[src/rtl/core/fwpc_ram.sv]
// Generic single-port-write, single-port-read RAM with a registered read.
// Used for the page and word write counters; depends on nothing.
module fwpc_ram #(
  parameter int WIDTH = 8,
  parameter int DEPTH = 16,
  localparam int AW = $clog2(DEPTH)
) (
  input  logic             clk,
  input  logic             we,
  input  logic [AW-1:0]    waddr,
  input  logic [WIDTH-1:0] wdata,
  input  logic [AW-1:0]    raddr,
  output logic [WIDTH-1:0] rdata
);

  logic [WIDTH-1:0] mem [DEPTH];
  logic [WIDTH-1:0] rdata_r;

  // Write port and registered read port.
  always_ff @(posedge clk) begin
    if (we) begin
      mem[waddr] <= wdata;
    end
    rdata_r <= mem[raddr];
  end

  assign rdata = rdata_r;

endmodule

[config.mk]
export PLATFORM = sky130hd
export DESIGN_NAME = fwpc_ram
export DESIGN_NICKNAME = d
export VERILOG_FILES = /design/src/rtl/core/fwpc_ram.sv
export SDC_FILE = /design/constraint.sdc
export NUM_CORES = 1
export LEC_CHECK = 0
export BUFFER_PORTS_ARGS = -buffer_cell sky130_fd_sc_hd__buf_2
export CORE_MARGIN = 1.5
export CORE_UTILIZATION = 45
export DETAILED_ROUTE_END_ITERATION = 10
export GPL_ROUTABILITY_DRIVEN = 1
export HOLD_SLACK_MARGIN = 0.1
export SYNTH_ARGS = -nofsm -noshare
export SYNTH_HDL_FRONTEND = slang
export SYNTH_SLANG_ARGS = --single-unit
[constraint.sdc]
create_clock -name clk -period 3.45 [get_ports clk]
set_input_delay 0.5175 -clock clk [delete_from_list [all_inputs] [get_ports clk]]
set_output_delay 0.5175 -clock clk [all_outputs]
set_load 0.01 [all_outputs]
==> results.yml, run 1 <==
synthesis:
  ys_top_cells_by_area: "edfxtp_1, mux4_2, mux4_1, dfxtp_1, a22oi_1"
  synth_area_leader_cell: "edfxtp_1"
  netlist_area_um2: 5147
  synth_cells: 229
  synthDistinctLibCells: 19
  yosys_warnings: 0
  seq_area_frac_synth_pct: 77.78
  synth_seq_cells: 136
  synth_top_area_share_pct: 74.67
  avgSynthCellArea_um2: 22.48
  synth_nets: 247
floorplanning:
  core_um2: 10980
  row_count: 38
  die_area_um2: 12090
  die_height_um: 110.0
  die_w_um: 110.0
  boundaryPins: 26
  start_util_pct: 46.87
final_layout:
  area_delta_synth_final_pct: 16.63
  diodes: 0
  nFillCells: 835
  ff_latch_area_um2: 4004
  layout_common_cells: "edfxtp_1, buf_2, mux4_2, clkbuf_16, a22oi_1"
  fin_util_pct: 54.66
  drive_above_1_share_pct: 28.83
  finalNetCount: 286
  final_common_cell: "edfxtp_1"
  stdcell_area_um2: 6003
  multi_input_area_um2: 1057
power:
  ir_worst_vdd_v: 0.0002619
  p_leak_nw: 1.994
  powerDensity_nw_per_um2: 638.1
sta:
  period_share_pct: 54.35
  finalCriticalPeriod_ns: 1.875
  setup-tns-final_ns: 0
  slew_violations: 0
  worst_clock_skew_ns: 0.006764
  maxSlewHeadroom_pct: 35.74
  setup_viol: 0
  fin_ws_ns: 1.575
  hold_viol_final: 0
  worst_pin_slew_ns: 0.9603
  max_freq_mhz: 533.4
  rsz0062_at_grt: "false"
routing:
  drtIter0Drc: 197
  via_per_inst: 5.625
  wl_per_cell_um: 23.03
  route.met3.wl_um: 351
  ant_nets: 0
  top_layer: "met4"
  vias: 2368
  drt-met1-wl_um: 4259
  drt_wl_total_um: 9697
  firstDrtPassIters: 4
  wl_met2_um: 4970
  drc_errors: 0
run:
  max_cap_viol_count: 0
place:
  hpwlAfterDp_um: 5815
  place_ws_ns: 1.117
  dpl_cell_area_um2: 5399
  gp_congestion: 0.7065
  io_buffer_count: 25
clock_tree:
  clk_pin_slew_worst_paths_ns: 0.06
  cts_tree: "yes"
  cts_sinks: 136
  h-tree-depth: 4
  cts_buffer_depth: 2
  cts_buffers: 17
  post_cts_buffers: 0
  clock_latency_ns: 0.41
  ctsResizeCount: 0
  cts_root_buffer: "clkbuf_16"
  hold_buffers: 0
global_route:
  antenna_found_initial: 0
  grt_pass1_vias: 2420
  grt_max_degree: 33
  grt_overflow: 0
  grt_util_all_layers_pct: 18.03
  grt_pass1_wl_um: 14590
worst_setup_path:
  critPathKind: "input port to register"
  worstPathArrival_ns: 2.16
  rr_startpoint: "mem[10][5]$_DFFE_PP_"
  cp.required_ns: 3.73
  r2r_end: "rdata[5]$_DFF_P_"
  worstPathMaxFanout: 32
  start_kind: "input port"
  cp-end-kind: "register"
  r2r_cells: 3
  worst-r2r-setup-slack_ns: 2.03
worst_hold_path:
  hp-class: "input port to register"
  min_delay_worst_endpoint: "mem[6][6]$_DFFE_PP_"
  hold_depth: 1
  min_from: "wdata[6]"
run_status:
  outcome: "finished clean"
[cell usage after synthesis]
| library cell | number |
|---|---|
| edfxtp_1 | 128 |
| mux4_2 | 18 |
| a22oi_1 | 16 |
| mux4_1 | 14 |
| nor2_1 | 13 |
| nand2_1 | 9 |
| dfxtp_1 | 8 |
| nor3_1 | 4 |
| buf_2 | 3 |
| buf_6 | 3 |
| clkdlybuf4s25_2 | 3 |
| nand2b_1 | 2 |
| nand3b_1 | 2 |
| and2_1 | 1 |
| and2b_1 | 1 |
| buf_4 | 1 |
| nand3_1 | 1 |
| nor2b_1 | 1 |
| or3b_2 | 1 |
[sequential cells by signal (all words and copies together), names as in the netlist]
name / flops
mem: 128
rdata: 8
[report_power, final]
| part | internal (mW) | switching, mW |
|---|---|---|
| Combinational | 0.0672 | 0.0970 |
| Clock | 1.14 | 0.671 |
| Sequential | 1.85 | 0.0119 |
| Total | 3.05 | 0.780 |
[per-stage QoR]
| step | total power, mW | cells | hold slack, ns |
|---|---|---|---|
| after floorplan | 1.988 | 229 | 0.6164 |
| after global placement | 2.057 | 389 | 0.6519 |
| after detailed placement | 2.062 | 389 | 0.6691 |
| after CTS | 3.856 | 421 | 0.4851 |
| after global routing | 3.935 | 421 | 0.5008 |
| final | 3.831 | 421 | 0.4997 |
[routing by layer]
| layer | track usage [%] | up-vias |
|---|---|---|
| li1 | - | 1051 |
| met1 | 23.39 | 1251 |
| met2 | 29.99 | 57 |
| met3 | 3.972 | 9 |
| met4 | 6.679 | 0 |
| met5 | 0 | - |
[area by class of cell]
cell class                 instances  share of cell area, %
multi-input combinational         83                  17.61
timing repair buffer              30                  2.709
clock buffer                      17                  7.086
sequential                       136                  66.69
clock inverter                    15                  2.980
tap                              140                  2.918
[critical path, stage by stage]
cell,delay [ns]
buf_2,0.07
buf_4,0.48
mux4_1,0.66
a22oi_1,0.31
nand2_1,0.08
[logic make-up (layout without fill, tap and decap cells)]
| family | after synthesis | count (layout) | synth area share (%) |
|---|---|---|---|
| flip-flops | 136 | 136 | 77.78 |
| AO/OA/AOI/OAI | 16 | 16 | 2.334 |
| buffers and inverters | 10 | 62 | 1.677 |
| multiplexers | 32 | 32 | 15.02 |
| AND/OR/NAND/NOR | 35 | 35 | 3.184 |
[how the worst max path moves through the flow]
stage	startpoint	to	slack, ns	depth (start not counted)
finish	raddr[0]	rdata[5]$_DFF_P_	1.58	5
global route	raddr[0]	rdata[5]$_DFF_P_	1.45	5
CTS	raddr[0]	rdata[2]$_DFF_P_	1.56	5
detailed placement	raddr[0]	rdata[2]$_DFF_P_	1.12	5
global placement	raddr[0]	rdata[5]$_DFF_P_	1.14	5
floorplan	waddr[2]	mem[0][0]$_DFFE_PP_	1.44	2
(Power assumes the default switching activity.)
==> run 2: changes to the inputs <==
Settings changed: ABC_AREA from default to 1.
Clock period 3.45 ns to 1.55 ns, I/O delays scaled along.
==> results.yml, run 2 <==
sta:
  maxSlewHeadroom_pct: 63.92
  max_freq_mhz: 866.8
  rsz0062_at_grt: "false"
  setup_viol: 0
  period_share_pct: 74.43
  hold_viol_final: 0
  slew_violations: 0
  worst_clock_skew_ns: 0.006944
  worst_pin_slew_ns: 0.5407
  finalCriticalPeriod_ns: 1.154
  setup-tns-final_ns: 0
final_layout:
  drive_above_1_share_pct: 13.01
  regMostFlops: "mem"
  nFillCells: 1063
  largest_reg_flops: 128
  finalNetCount: 613
  area_delta_synth_final_pct: 16.55
  stdcell_area_um2: 6721
  diodes: 0
  final_common_cell: "nand2_1"
  layout_common_cells: "nand2_1, edfxtp_1, inv_1, nand3_1, buf_2"
  fin_util_pct: 53.48
routing:
  wl_per_cell_um: 16.15
  via_per_inst: 4.859
  drtIter0Drc: 303
  vias: 3785
  drt_wl_total_um: 12580
  drc_errors: 0
  ant_nets: 0
  firstDrtPassIters: 5
synthesis:
  synth_top_area_share_pct: 66.65
  synth-edff-count: 128
  synth_area_leader_cell: "edfxtp_1"
  netlist_area_um2: 5767
  synthFlopType: "edfxtp_1"
  synth_nets: 569
  async_reset_ff_share_pct: 0
  ys_top_cells_by_count: "nand2_1, edfxtp_1, inv_1"
  synthDistinctLibCells: 12
  avgSynthCellArea_um2: 10.47
  seq_area_frac_synth_pct: 69.43
  synth_cells: 551
  synth.most_common_cell: "nand2_1"
  synth_seq_cells: 136
  ys_top_cells_by_area: "edfxtp_1, nand2_1, nand3_1, inv_1, dfxtp_1"
  yosys_warnings: 0
floorplanning:
  core_um2: 12570
  boundaryPins: 26
  die_w_um: 116.2
  start_util_pct: 45.88
  row_count: 41
  die_height_um: 116.2
  die_area_um2: 13500
clock_tree:
  cts_root_buffer: "clkbuf_16"
  clock_latency_ns: 0.41
  h-tree-depth: 4
  cts_buffers: 17
  clk_pin_slew_worst_paths_ns: 0.06
  hold_buffers: 0
  post_cts_buffers: 0
  cts_buffer_depth: 2
  ctsResizeCount: 0
  cts_sinks: 136
  cts_tree: "yes"
worst_setup_path:
  cp-end-kind: "output port"
  rr_startpoint: "mem[8][4]$_DFFE_PP_"
  cp_top_family: "flip-flops"
  critPathKind: "register to output port"
  start_kind: "register"
  max_stage_delay_ns: 0.36
  r2r_end: "rdata[4]$_DFF_P_"
  r2r_cells: 6
  worstPathCellList: "buf_2"
  cp_num_buf_inv: 1
  worstPathMaxFanout: 1
  cpMaxStageDelayCell: "dfxtp_1"
  cp.required_ns: 1.32
  worst-r2r-setup-slack_ns: 0.51
  worstPathArrival_ns: 0.92
global_route:
  grt_overflow: 0
  antenna_found_initial: 0
  grt_max_degree: 65
  grt_util_all_layers_pct: 20.53
  grt_pass1_wl_um: 19840
  grt_pass1_vias: 3555
power:
  ir_worst_vdd_v: 0.0006352
  p_leak_nw: 2.917
  powerDensity_nw_per_um2: 1259
worst_hold_path:
  hold_depth: 3
  min_delay_worst_endpoint: "rdata[2]$_DFF_P_"
  min_from: "raddr[3]"
  hp-class: "input port to register"
place:
  gp_congestion: 0.8367
  hpwlAfterDp_um: 7886
  dpl_cell_area_um2: 6158
  io_buffer_count: 25
run:
  max_cap_viol_count: 0
run_status:
  outcome: "finished clean"
==> run 2: cell count changes in the layout (fill, tap and decap cells not counted), moves of 14 or more <==
cell,delta
buf_4,+16
mux4_1,-14
a22oi_1,-16
nand3_1,+96
mux4_2,-18
inv_1,+100
nand2_1,+164
==> run 2: cell type report <==
| type | instances | area, µm² | area share (%) |
|---|---|---|---|
| Clock inverter | 12 | 130.1 | 1.936 |
| Tap cell | 172 | 215.2 | 3.202 |
| Timing Repair Buffer | 49 | 342.8 | 5.101 |
| Clock buffer | 19 | 432.9 | 6.441 |
| Multi-Input combinational cell | 289 | 1214 | 18.06 |
| Inverter | 102 | 382.9 | 5.696 |
| Sequential cell | 136 | 4004 | 59.57 |
==> run 2: worst register-to-register path, cell delays in order (launching register included) <==
cell and delay (ns):
edfxtp_1 0.37, inv_1 0.07, nand2_1 0.05, nand3_1 0.07
nand3_1 0.12, nand3_1 0.16, nand2_1 0.08
==> run 2: metal layers <==
metal	up-vias	routed length, µm	track usage (%)
li1	1856	-	-
met1	1809	5637	27.98
met2	104	6133	32.39
met3	16	634	4.982
met4	0	176	7.317
met5	-	0	0
==> run 2: how the worst max path moves through the flow <==
stage / depth (start not counted) / slack, ns / startpoint / to
finish: 1 / 0.40 / rdata[6]$_DFF_P_ / rdata[6]
global route: 1 / 0.36 / rdata[6]$_DFF_P_ / rdata[6]
CTS: 1 / 0.38 / rdata[6]$_DFF_P_ / rdata[6]
detailed placement: 8 / 0.18 / raddr[0] / rdata[7]$_DFF_P_
global placement: 5 / 0.20 / raddr[2] / rdata[4]$_DFF_P_
floorplan: 2 / 0.37 / waddr[2] / mem[10][0]$_DFFE_PP_
==> run 2: logic make-up (layout without fill, tap and decap cells) <==
logic type,after synthesis,in the layout,share of synthesized area (%)
simple gates,289,289,21.05
buf+inv,126,182,9.525
flops,136,136,69.43
==> run 2: power by group <==
part / leakage (nW) / switching (mW) / internal [mW]
sequential: 1.22 / 0.0267 / 4.11
combinational: 1.43 / 0.355 / 0.157
clock: 0.262 / 1.46 / 2.35
==> run 2: through the flow <==
step | worst slack, ns | total power [mW] | cells | hold WS (ns)
2_1_floorplan | 0.3667 | 4.509 | 551 | 0.3314
3_3_place_gp | 0.1964 | 4.719 | 748 | 0.6041
3_5_place_dp | 0.1817 | 4.726 | 748 | 0.6069
4_1_cts | 0.3776 | 8.517 | 779 | 0.1748
5_1_grt | 0.3637 | 8.726 | 779 | 0.1868
6_report | 0.3964 | 8.463 | 779 | 0.1883
