**src/rtl/core/fwpc_pkg.sv**
```systemverilog
// Shared types and constants of the flash word program controller.
// Holds the register codes, command codes, sequencer states and fixed field widths.
// No dependencies; the address decode, the top level and the bench refer to it by scoped names.
package fwpc_pkg;

  // Fixed widths of the register block.
  localparam int ADDR_W       = 16;
  localparam int BYTE_W       = 8;
  localparam int WORD_W       = 32;
  localparam int EPAGE_W      = 7;
  localparam int PAGE_CNT_W   = 11;
  localparam int WORD_CNT_W   = 4;
  localparam int LOCK_BITS    = 128;
  localparam int LOCK_IDX_W   = 7;
  localparam int LOCK_ROW_W   = 32;
  localparam int LOCK_WORDS   = 4;

  // Saturation points of the write counters.
  localparam logic [PAGE_CNT_W-1:0] PAGE_CNT_MAX = 11'h7FF;
  localparam logic [WORD_CNT_W-1:0] WORD_CNT_MAX = 4'hF;

  // Control register bit positions.
  localparam int CTRL_ERASE_BIT = 0;
  localparam int CTRL_WEN_BIT   = 1;

  // Byte count at which a word is complete.
  localparam logic [1:0] LAST_BYTE = 2'd3;

  // Register selected by an input beat.
  localparam logic [1:0] OP_ADDR_HI = 2'd0;
  localparam logic [1:0] OP_ADDR_LO = 2'd1;
  localparam logic [1:0] OP_CTRL    = 2'd2;
  localparam logic [1:0] OP_DATA    = 2'd3;

  // Flash command reported with a result.
  localparam logic [1:0] CMD_NONE    = 2'd0;
  localparam logic [1:0] CMD_PROGRAM = 2'd1;
  localparam logic [1:0] CMD_ERASE   = 2'd2;

  // Sequencer states.
  typedef enum logic [2:0] {
    ST_CLEAR,
    ST_IDLE,
    ST_DECODE,
    ST_MODIFY,
    ST_SWEEP,
    ST_RESPOND
  } state_t;

  // Work still pending when the address decode finishes.
  typedef enum logic [1:0] {
    ACT_NONE,
    ACT_PROGRAM,
    ACT_ERASE
  } act_t;

endpackage

```
**src/rtl/core/fwpc_addr_decode.sv**
```systemverilog
// Three-stage address decode: word index (address mod array size) and page index.
// Divisions by the constant sizes use exact reciprocal multiplies.
// Depends on fwpc_pkg for the address width.
module fwpc_addr_decode #(
  parameter int PAGES          = 128,
  parameter int WORDS_PER_PAGE = 512,
  localparam int TOTAL = PAGES * WORDS_PER_PAGE,
  localparam int WAW   = $clog2(TOTAL),
  localparam int PW    = $clog2(PAGES)
) (
  input  logic                       clk,
  input  logic                       rst_n,
  input  logic                       go,
  input  logic [fwpc_pkg::ADDR_W-1:0] x,
  output logic                       done,
  output logic [PW-1:0]              page,
  output logic [WAW-1:0]             wi
);

  localparam int AW     = fwpc_pkg::ADDR_W;
  localparam int KW     = $clog2(WORDS_PER_PAGE);
  // Reciprocal of the array size for a 16-bit dividend.
  localparam int S1     = AW + WAW;
  localparam longint M1 = ((longint'(1) << S1) + longint'(TOTAL) - 1) / longint'(TOTAL);
  localparam int M1_W   = AW + 1;
  localparam int P1_W   = AW + M1_W;
  localparam int T_W    = AW + 1 - WAW;
  // Reciprocal of the page size for a word-index dividend.
  localparam int S2     = WAW + KW;
  localparam longint M2 = ((longint'(1) << S2) + longint'(WORDS_PER_PAGE) - 1)
                          / longint'(WORDS_PER_PAGE);
  localparam int P2_W   = 2 * WAW + 1;

  logic [P1_W-1:0] prod1;
  logic [T_W-1:0]  t_r;
  logic [AW-1:0]   x_r;
  logic            v1_r;
  logic [AW:0]     diff;
  logic [WAW-1:0]  wi2_r;
  logic            v2_r;
  logic [P2_W-1:0] prod2;
  logic [PW-1:0]   page_r;
  logic [WAW-1:0]  wi3_r;
  logic            done_r;

  // Stage 1: quotient by the array size.
  assign prod1 = P1_W'(x) * P1_W'(M1);

  // Stage 2: remainder gives the word index.
  assign diff = {1'b0, x_r} - ((AW + 1)'(t_r) * (AW + 1)'(TOTAL));

  // Stage 3: page index of the word index.
  assign prod2 = P2_W'(wi2_r) * P2_W'(M2);

  // Valid bits of the stages.
  always_ff @(posedge clk) begin
    if (!rst_n) begin
      v1_r   <= 1'b0;
      v2_r   <= 1'b0;
      done_r <= 1'b0;
    end else begin
      v1_r   <= go;
      v2_r   <= v1_r;
      done_r <= v2_r;
    end
  end

  // Stage data; held between decodes.
  always_ff @(posedge clk) begin
    if (go) begin
      t_r <= prod1[S1 +: T_W];
      x_r <= x;
    end
    if (v1_r) begin
      wi2_r <= diff[WAW-1:0];
    end
    if (v2_r) begin
      page_r <= prod2[S2 +: PW];
      wi3_r  <= wi2_r;
    end
  end

  assign done = done_r;
  assign page = page_r;
  assign wi   = wi3_r;

endmodule

```
**config.mk**
```make
export PLATFORM = sky130hd
export DESIGN_NAME = fwpc_addr_decode
export DESIGN_NICKNAME = d
export VERILOG_FILES = /design/src/rtl/core/fwpc_pkg.sv /design/src/rtl/core/fwpc_addr_decode.sv
export SDC_FILE = /design/constraint.sdc
export NUM_CORES = 1
export LEC_CHECK = 0
export BUFFER_PORTS_ARGS = -buffer_cell sky130_fd_sc_hd__buf_2
export CAP_MARGIN = 20
export CORE_ASPECT_RATIO = 1.5
export CORE_UTILIZATION = 40
export CTS_CLUSTER_SIZE = 20
export DETAILED_ROUTE_END_ITERATION = 7
export GPL_TIMING_DRIVEN = 0
export HOLD_SLACK_MARGIN = 0.05
export PLACE_DENSITY = 0.72
export REMOVE_ABC_BUFFERS = 1
export SETUP_SLACK_MARGIN = 0.4
export SYNTH_ARGS = -nofsm -noshare
export SYNTH_HDL_FRONTEND = slang
export SYNTH_SLANG_ARGS = --single-unit
```
**constraint.sdc**
```tcl
create_clock -name clk -period 1.5 [get_ports clk]
set_input_delay 0 -clock clk [delete_from_list [all_inputs] [get_ports clk]]
set_output_delay 0 -clock clk [all_outputs]
set_load 0.03 [all_outputs]
```
==> flow_summary.ini, run 1 <==
[status]
status = finished, final reports clean

[clocking]
cts_sinks = 51
cts_buffer_depth = 2
htreeDepth = 2
cts_tree = built
root_buffer = clkbuf_8
cts_setup_buffers = 0
insertion_delay_ps = 290
numCtsBuffers = 5
clk_pin_slew_worst_paths_ps = 80

[grt]
grt-ovfl-total = 0
grt_pass1_vias = 660
grt_usage = 0.1008
grt_antenna_before_repair = 0
grt_max_degree = 18
grt_pass1_wl_um = 2870

[route]
avgViaCountPerCell = 4.274
drtPass1Iterations = 3
vias = 701
drt-initial-drc-count = 7
detail_route.wl_per_cell_um = 11.05
drc = 0
wirelength_um = 1813
ant_nets = 0

[place]
globalplace.congestion = 0.6545
numPlacedInstances = 139
port_buffers = 42

[synth]
synth_seq_cells = 51
synth.distinct_cells = 4
synth_warnings = 0
syn_area_mm2 = 0.001573
syn_avg_cell_area_um2 = 25.78
synth-seq-area-share = 0.9547
synthCells = 61

[sta]
hold_violations = 0
fin_setup_tns_ps = 0
whs_ps = 133.5
maxSlewViolCount = 0
post-route-min-period_ps = 888.3
fmax_ghz = 1.126
finClkSkew_ps = 3.931
slew_headroom = 0.7575
finalSetupViolCount = 0
fin_crit_sh = 0.5922
rsz0062_at_grt = false
worst_pin_slew_ps = 363.7

[final_layout]
nNetsFinal = 139
instances_no_fill = 164
diodes = 0
fillers = 300
final_cell_mix = 48 x edfxtp_1, 42 x buf_2, 17 x dlygate4sd3_1
final_util = 0.5556
area_growth_pct = 31.26
drive_gt1_frac = 0.4215
layout_commonest_cell = edfxtp_1

[critical_path]
startpoint = v1_r$_SDFF_PN0_
cp_max_fo = 17
critical_path_depth = 0
r2r_cells = 0
r2r-start = v1_r$_SDFF_PN0_
worstPathArrival_ps = 850
critical_path_class = flip-flop to flip-flop
end_kind = flip-flop
r2r_slack_ps = 610
required_ps = 1460
startpoint_type = flip-flop

[die]
core_mm2 = 0.003716
die_h_um = 78.80
io_pins = 43
dieWidth_um = 53.20
std_cell_rows = 27
start_util = 0.4232
die-area_mm2 = 0.004192

[worst_hold_path]
hp-start = go
min_path_cells = 1
hold_class = input port to flip-flop

[power]
power_w = 0.002644
internal_power_w = 0.002185
pwr-share-comb = 0.032
peakVddDrop_mv = 0.9593
p_clk_frac = 0.333
sw_frac_of_total = 0.1734
leakage_nw = 0.7807
seqPwrFrac = 0.635
power.net_switching_w = 0.0004583
power_density_mw_per_mm2 = 1280

[flow_run]
maxCapViolCount = 0
[repair_timing]
item	in CTS	in global routing
gates resized for setup	2	0
endpoints found under the hold margin	19	0
endpoints found under the setup margin	32	0
hold buffers	17	0
[final timing paths]
path / end
worst max-delay path: wi2_r[5]$_DFFE_PP_
worst min register to register: wi[0]$_DFFE_PP_
worst max register to register: wi2_r[5]$_DFFE_PP_
worst min-delay path: x_r[1]$_DFFE_PP_
[state kept, by name, summed over array words and instances (netlist names)]
| register | flops |
|---|---|
| wi2_r | 16 |
| x_r | 16 |
| wi | 9 |
| page | 7 |
| done | 1 |
| v1_r | 1 |
| v2_r | 1 |
[area by class of cell]
| class | instances | area [µm²] | area share |
|---|---|---|---|
| Sequential cell | 51 | 1504 | 0.7285 |
| Timing Repair Buffer | 59 | 380.4 | 0.1842 |
| Clock buffer | 5 | 68.82 | 0.03333 |
| Tap cell | 43 | 53.80 | 0.02606 |
| Clock inverter | 3 | 38.79 | 0.01879 |
| Multi-Input combinational cell | 3 | 18.77 | 0.009091 |
[Yosys cell counts (all sizes together)]
| cell type | n | area share |
|---|---|---|
| edfxtp | 48 | 0.92 |
| and2 | 3 | 0.012 |
| buf | 7 | 0.033 |
| dfxtp | 3 | 0.038 |
[power groups by stage]
stage | combinational (W) | sequential, W | clock, W
5_1_grt | 0.0000930 | 0.00169 | 0.000972
3_3_place_gp | 0.0000501 | 0.00170 | 0
3_5_place_dp | 0.0000519 | 0.00171 | 0
6_report | 0.0000858 | 0.00168 | 0.000879
2_1_floorplan | 0.00000193 | 0.00171 | 0
4_1_cts | 0.0000863 | 0.00168 | 0.000914
[kinds of logic after synthesis]
kind of cell,Yosys count,share of synthesized area
flip-flops,51,0.9547
buffers and inverters,7,0.03341
AND/OR/NAND/NOR,3,0.01193
[layer usage]
| metal | routed length [µm] | GRT usage | up-vias |
|---|---|---|---|
| met1 | 622 | 0.08921 | 316 |
| met2 | 996 | 0.1775 | 37 |
| li1 | - | - | 342 |
| met3 | 121 | 0.02874 | 6 |
| met5 | 0 | 0 | - |
| met4 | 72 | 0.07895 | 0 |
[through the flow]
step / cell area (µm²) / worst slack, ps
2_1_floorplan: 1520 / 500.2
3_3_place_gp: 1784 / 421.7
3_5_place_dp: 1784 / 372.5
4_1_cts: 2064 / 599.1
5_1_grt: 2064 / 558.1
6_report: 2064 / 611.7
Power figures use the tool's default switching activity.
==> run 2, diff against run 1 <==
- PLACE_DENSITY: 0.72 -> 0.74
- clock period: 1.5 -> 0.8 ns (I/O delays scaled with it)
==> run 2 against run 1 <==
  * The flow now finishes with violations (negative hold slack, negative setup slack)
  * Highest routed layer unchanged
  * Critical endpoint is now wi[13]
  * Critical path depth up 1
  * Power increased by 92%
  * Combinational power is 130% higher
==> flow_summary.ini, run 2 (synthesized netlist as in run 1, its figures left out) <==
[status]
status = finished, violations left
violations = negative hold slack, negative setup slack

[critical_path]
reg2reg_to = wi2_r[12]$_DFFE_PP_
r2r_cells = 2
critPathMaxStageDelay_ps = 430
path_cells = buf_6
r2r-start = v1_r$_SDFF_PN0_
cp_top_family = flip-flops
end_kind = output port
cp_slowest_cell = edfxtp_1
cp_max_fo = 2
r2r_slack_ps = -50
startpoint_type = flip-flop
critical_path_class = flip-flop to output port
required_ps = 800
worstPathArrival_ps = 890
crit_buf_inv = 1

[power]
p_clk_frac = 0.345
power_w = 0.005076
internal_power_w = 0.004200
power.net_switching_w = 0.0008761
sw_frac_of_total = 0.1726
peakVddDrop_mv = 1.671
leakage_nw = 0.8227
seqPwrFrac = 0.616
power_density_mw_per_mm2 = 2340
pwr-share-comb = 0.038

[sta]
finClkSkew_ps = 4.643
rsz0062_at_grt = true
maxSlewViolCount = 0
fin_crit_sh = 1.111
slew_headroom = 0.7659
post-route-min-period_ps = 888.9
worst_pin_slew_ps = 351.1
setup_ws_ps = -88.86
hold_violations = 19
whs_ps = -120.7
fmax_ghz = 1.125
finalSetupViolCount = 32

[grt]
grt_pass1_wl_um = 2884
grt_usage = 0.1067
grt_antenna_before_repair = 0
grt_pass1_vias = 691
grt-ovfl-total = 0
grt_max_degree = 18

[final_layout]
drive_gt1_frac = 0.5625
diodes = 0
layout_commonest_cell = edfxtp_1
area_growth_pct = 37.95
final_cell_mix = 48 x edfxtp_1, 25 x buf_6, 18 x buf_2
final_util = 0.5838
final_cell_area_mm2 = 0.002170
fillers = 270
nNetsFinal = 130

[die]
io_pins = 43
die_h_um = 78.80
die-area_mm2 = 0.004192
std_cell_rows = 27
dieWidth_um = 53.20
start_util = 0.4232
core_mm2 = 0.003716

[route]
vias = 699
wirelength_um = 1919
ant_nets = 0
drtPass1Iterations = 3
drc = 0
avgViaCountPerCell = 4.510
drt-initial-drc-count = 14
detail_route.wl_per_cell_um = 12.38

[worst_hold_path]
hp-start = x[6]
min_to = x_r[6]$_DFFE_PP_
min_path_cells = 1
hold_class = input port to flip-flop

[flow_run]
maxCapViolCount = 0

[clocking]
cts_tree = built
insertion_delay_ps = 290
cts_sinks = 51
numCtsBuffers = 5
root_buffer = clkbuf_8
cts_buffer_depth = 2
htreeDepth = 2
clk_pin_slew_worst_paths_ps = 80

[place]
dpl_cell_area_mm2 = 0.001784
port_buffers = 42
globalplace.congestion = 0.6770
==> run 2: changes by cell type in the layout (fill, tap and decap cells not counted), sizes merged <==
cell and change:
clkinv -1, dlygate4sd3 -17, clkbuf +1, buf +8
==> run 2: final cells by class <==
cell class / instances / area, µm² / share of cell area
flip-flops and latches: 51 / 1510 / 0.6961
repair buffers: 50 / 464.2 / 0.2140
well taps: 43 / 53.80 / 0.02480
multi-input cells: 3 / 23.77 / 0.01096
clock buffers: 6 / 82.58 / 0.03806
clock inverters: 2 / 35.03 / 0.01615
==> run 2: power by group through the flow <==
stage | sequential [W] | combinational [W] | clock (W)
finish | 0.00313 | 0.000194 | 0.00175
global placement | 0.00320 | 0.0000945 | 0
detailed placement | 0.00321 | 0.0000979 | 0
global route | 0.00314 | 0.000208 | 0.00192
floorplan | 0.00321 | 0.00000361 | 0
CTS | 0.00313 | 0.000190 | 0.00181
==> run 2: worst max-delay path by stage <==
stage,start,endpoint,cells past startpoint
CTS,page[0]$_DFFE_PP_,wi[9],1
global placement,v1_r$_SDFF_PN0_,wi2_r[13]$_DFFE_PP_,0
finish,page[4]$_DFFE_PP_,wi[13],1
detailed placement,v1_r$_SDFF_PN0_,wi2_r[15]$_DFFE_PP_,0
global route,page[6]$_DFFE_PP_,page[6],1
floorplan,v2_r$_SDFF_PN0_,page[0]$_DFFE_PP_,0
==> run 2: stage by stage <==
stage / setup slack, ps / setup TNS, ps / std cells
5_1_grt: -143.4 / -3060 / 155
3_5_place_dp: -341.3 / -10760 / 139
2_1_floorplan: -199.8 / -6547 / 54
3_3_place_gp: -271.7 / -8830 / 139
6_report: -88.86 / -1831 / 155
4_1_cts: -94.71 / -2022 / 155
==> run 2: routing by layer <==
layer	GRT usage	wire length, µm	vias to the layer above
met5	0	0	-
met4	0.07895	55	0
met3	0.05172	150	6
met2	0.1900	1119	37
met1	0.07968	593	329
li1	-	-	327
==> run 2: what timing repair did <==
action                                  in CTS  in global routing
gates resized for setup                     50                 14
pin swaps                                    2                  0
setup buffers                                6                  0
endpoints found under the setup margin      90                 90
gates cloned                                 2                  0
hold endpoints to repair                    19                 19
==> run 3, diff against run 2 <==
- PLACE_DENSITY: 0.74 -> 0.72
- clock period: 0.8 -> 1 ns (I/O delays scaled with it)
==> run 3 against run 2 <==
  * The run ends with negative hold slack left
  * Core utilization rose by 2.4 points
  * First-iteration DRC count fell by 7.1%
  * Combinational power fell by 5%
  * Largest cell class unchanged
==> flow_summary.ini, run 3 (synthesized netlist as in run 1, its figures left out) <==
[status]
status = finished, violations left
violations = negative hold slack

[worst_hold_path]
min_to = done$_SDFF_PN0_
hold_class = input port to flip-flop
hp-start = rst_n
min_path_cells = 2

[die]
die-area_mm2 = 0.004192
core_mm2 = 0.003716
start_util = 0.4232
std_cell_rows = 27
io_pins = 43
die_h_um = 78.80
dieWidth_um = 53.20

[critical_path]
startpoint_type = flip-flop
required_ps = 1000
cp_slowest_cell = edfxtp_1
cp_top_family = flip-flops
worstPathArrival_ps = 890
r2r-start = v1_r$_SDFF_PN0_
critical_path_depth = 1
startpoint = page[2]$_DFFE_PP_
critPathMaxStageDelay_ps = 410
r2r_cells = 1
reg2reg_to = wi2_r[9]$_DFFE_PP_
path_cells = buf_4
r2r_slack_ps = 190
cp_max_fo = 2
critical_path_class = flip-flop to output port
crit_buf_inv = 1
end_kind = output port

[sta]
post-route-min-period_ps = 887.2
worst_pin_slew_ps = 350.8
fmax_ghz = 1.127
maxSlewViolCount = 0
finClkSkew_ps = 3.693
finalSetupViolCount = 0
hold_violations = 3
whs_ps = -57.89
fin_crit_sh = 0.8872
slew_headroom = 0.7661
rsz0062_at_grt = true

[power]
leakage_nw = 0.8722
peakVddDrop_mv = 1.436
power_density_mw_per_mm2 = 1774

[route]
avgViaCountPerCell = 4.339
vias = 729
drtPass1Iterations = 3
detail_route.wl_per_cell_um = 11.91
drt-initial-drc-count = 13
drc = 0
wirelength_um = 2001
ant_nets = 0

[final_layout]
diodes = 0
drive_gt1_frac = 0.4640
instances_no_fill = 168
final_cell_area_mm2 = 0.002258
multiInputGateArea_um2 = 21.27
final_cell_mix = 48 x edfxtp_1, 18 x buf_2, 16 x buf_6
fillers = 274
nNetsFinal = 143
area_growth_pct = 43.60
seqCellArea_mm2 = 0.001510
layout_commonest_cell = edfxtp_1

[place]
port_buffers = 42
globalplace.congestion = 0.6545
dpl_cell_area_mm2 = 0.001784
numPlacedInstances = 139

[grt]
grt_usage = 0.1096
grt_antenna_before_repair = 0
grt_pass1_vias = 717
grt_max_degree = 18
grt_pass1_wl_um = 3084
grt-ovfl-total = 0

[clocking]
cts_hold_buffers = 16
cts_buffer_depth = 2
numCtsBuffers = 5
htreeDepth = 2
root_buffer = clkbuf_8
cts_sinks = 51
cts_tree = built
clk_pin_slew_worst_paths_ps = 80
insertion_delay_ps = 290

[flow_run]
maxCapViolCount = 0
## run 3: per-layer routing
| layer | track usage | wire length [µm] |
|---|---|---|
| met2 | 0.2075 | 1201 |
| met5 | 0 | 0 |
| met1 | 0.08655 | 634 |
| met3 | 0.02874 | 93 |
| met4 | 0.07895 | 72 |
## run 3: timing repair
action | 4_1_cts | 5_1_grt
setup endpoints to repair | 86 | 91
hold endpoints to repair | 19 | 3
cloned | 0 | 1
pin swaps | 2 | 0
setup buffers | 4 | 0
gates resized for setup | 44 | 14
## run 3: worst max path at each step
stage,slack (ps),end
finish,110,page[2]
global route,70,wi[10]
CTS,110,page[1]
detailed placement,-130,wi2_r[6]$_DFFE_PP_
global placement,-80,wi[3]$_DFFE_PP_
floorplan,0.2,page[0]$_DFFE_PP_
## run 3: report_power, final
part | switching [W] | internal (W)
Combinational | 0.0000756 | 0.000109
Clock | 0.000587 | 0.000731
Sequential | 0.0000348 | 0.00247
## run 3: per-stage QoR
stage          setup TNS, ps  total power (W)  utilization  worst slack [ps]
2_1_floorplan              0         0.002574            -            0.1826
3_3_place_gp           -2438         0.002631       0.4801            -78.26
3_5_place_dp           -3936         0.002647       0.4801            -127.5
4_1_cts                    0         0.004047       0.5929             108.2
5_1_grt                    0         0.004163       0.6077             73.02
6_report                   0         0.004005       0.6077             112.8
## run 3: layout make-up
cell class / instances / area share
flip-flops and latches: 51 / 0.6687
repair buffers: 63 / 0.2504
clock buffers: 5 / 0.03047
well taps: 43 / 0.02382
clock inverters: 3 / 0.01717
multi-input cells: 3 / 0.009418
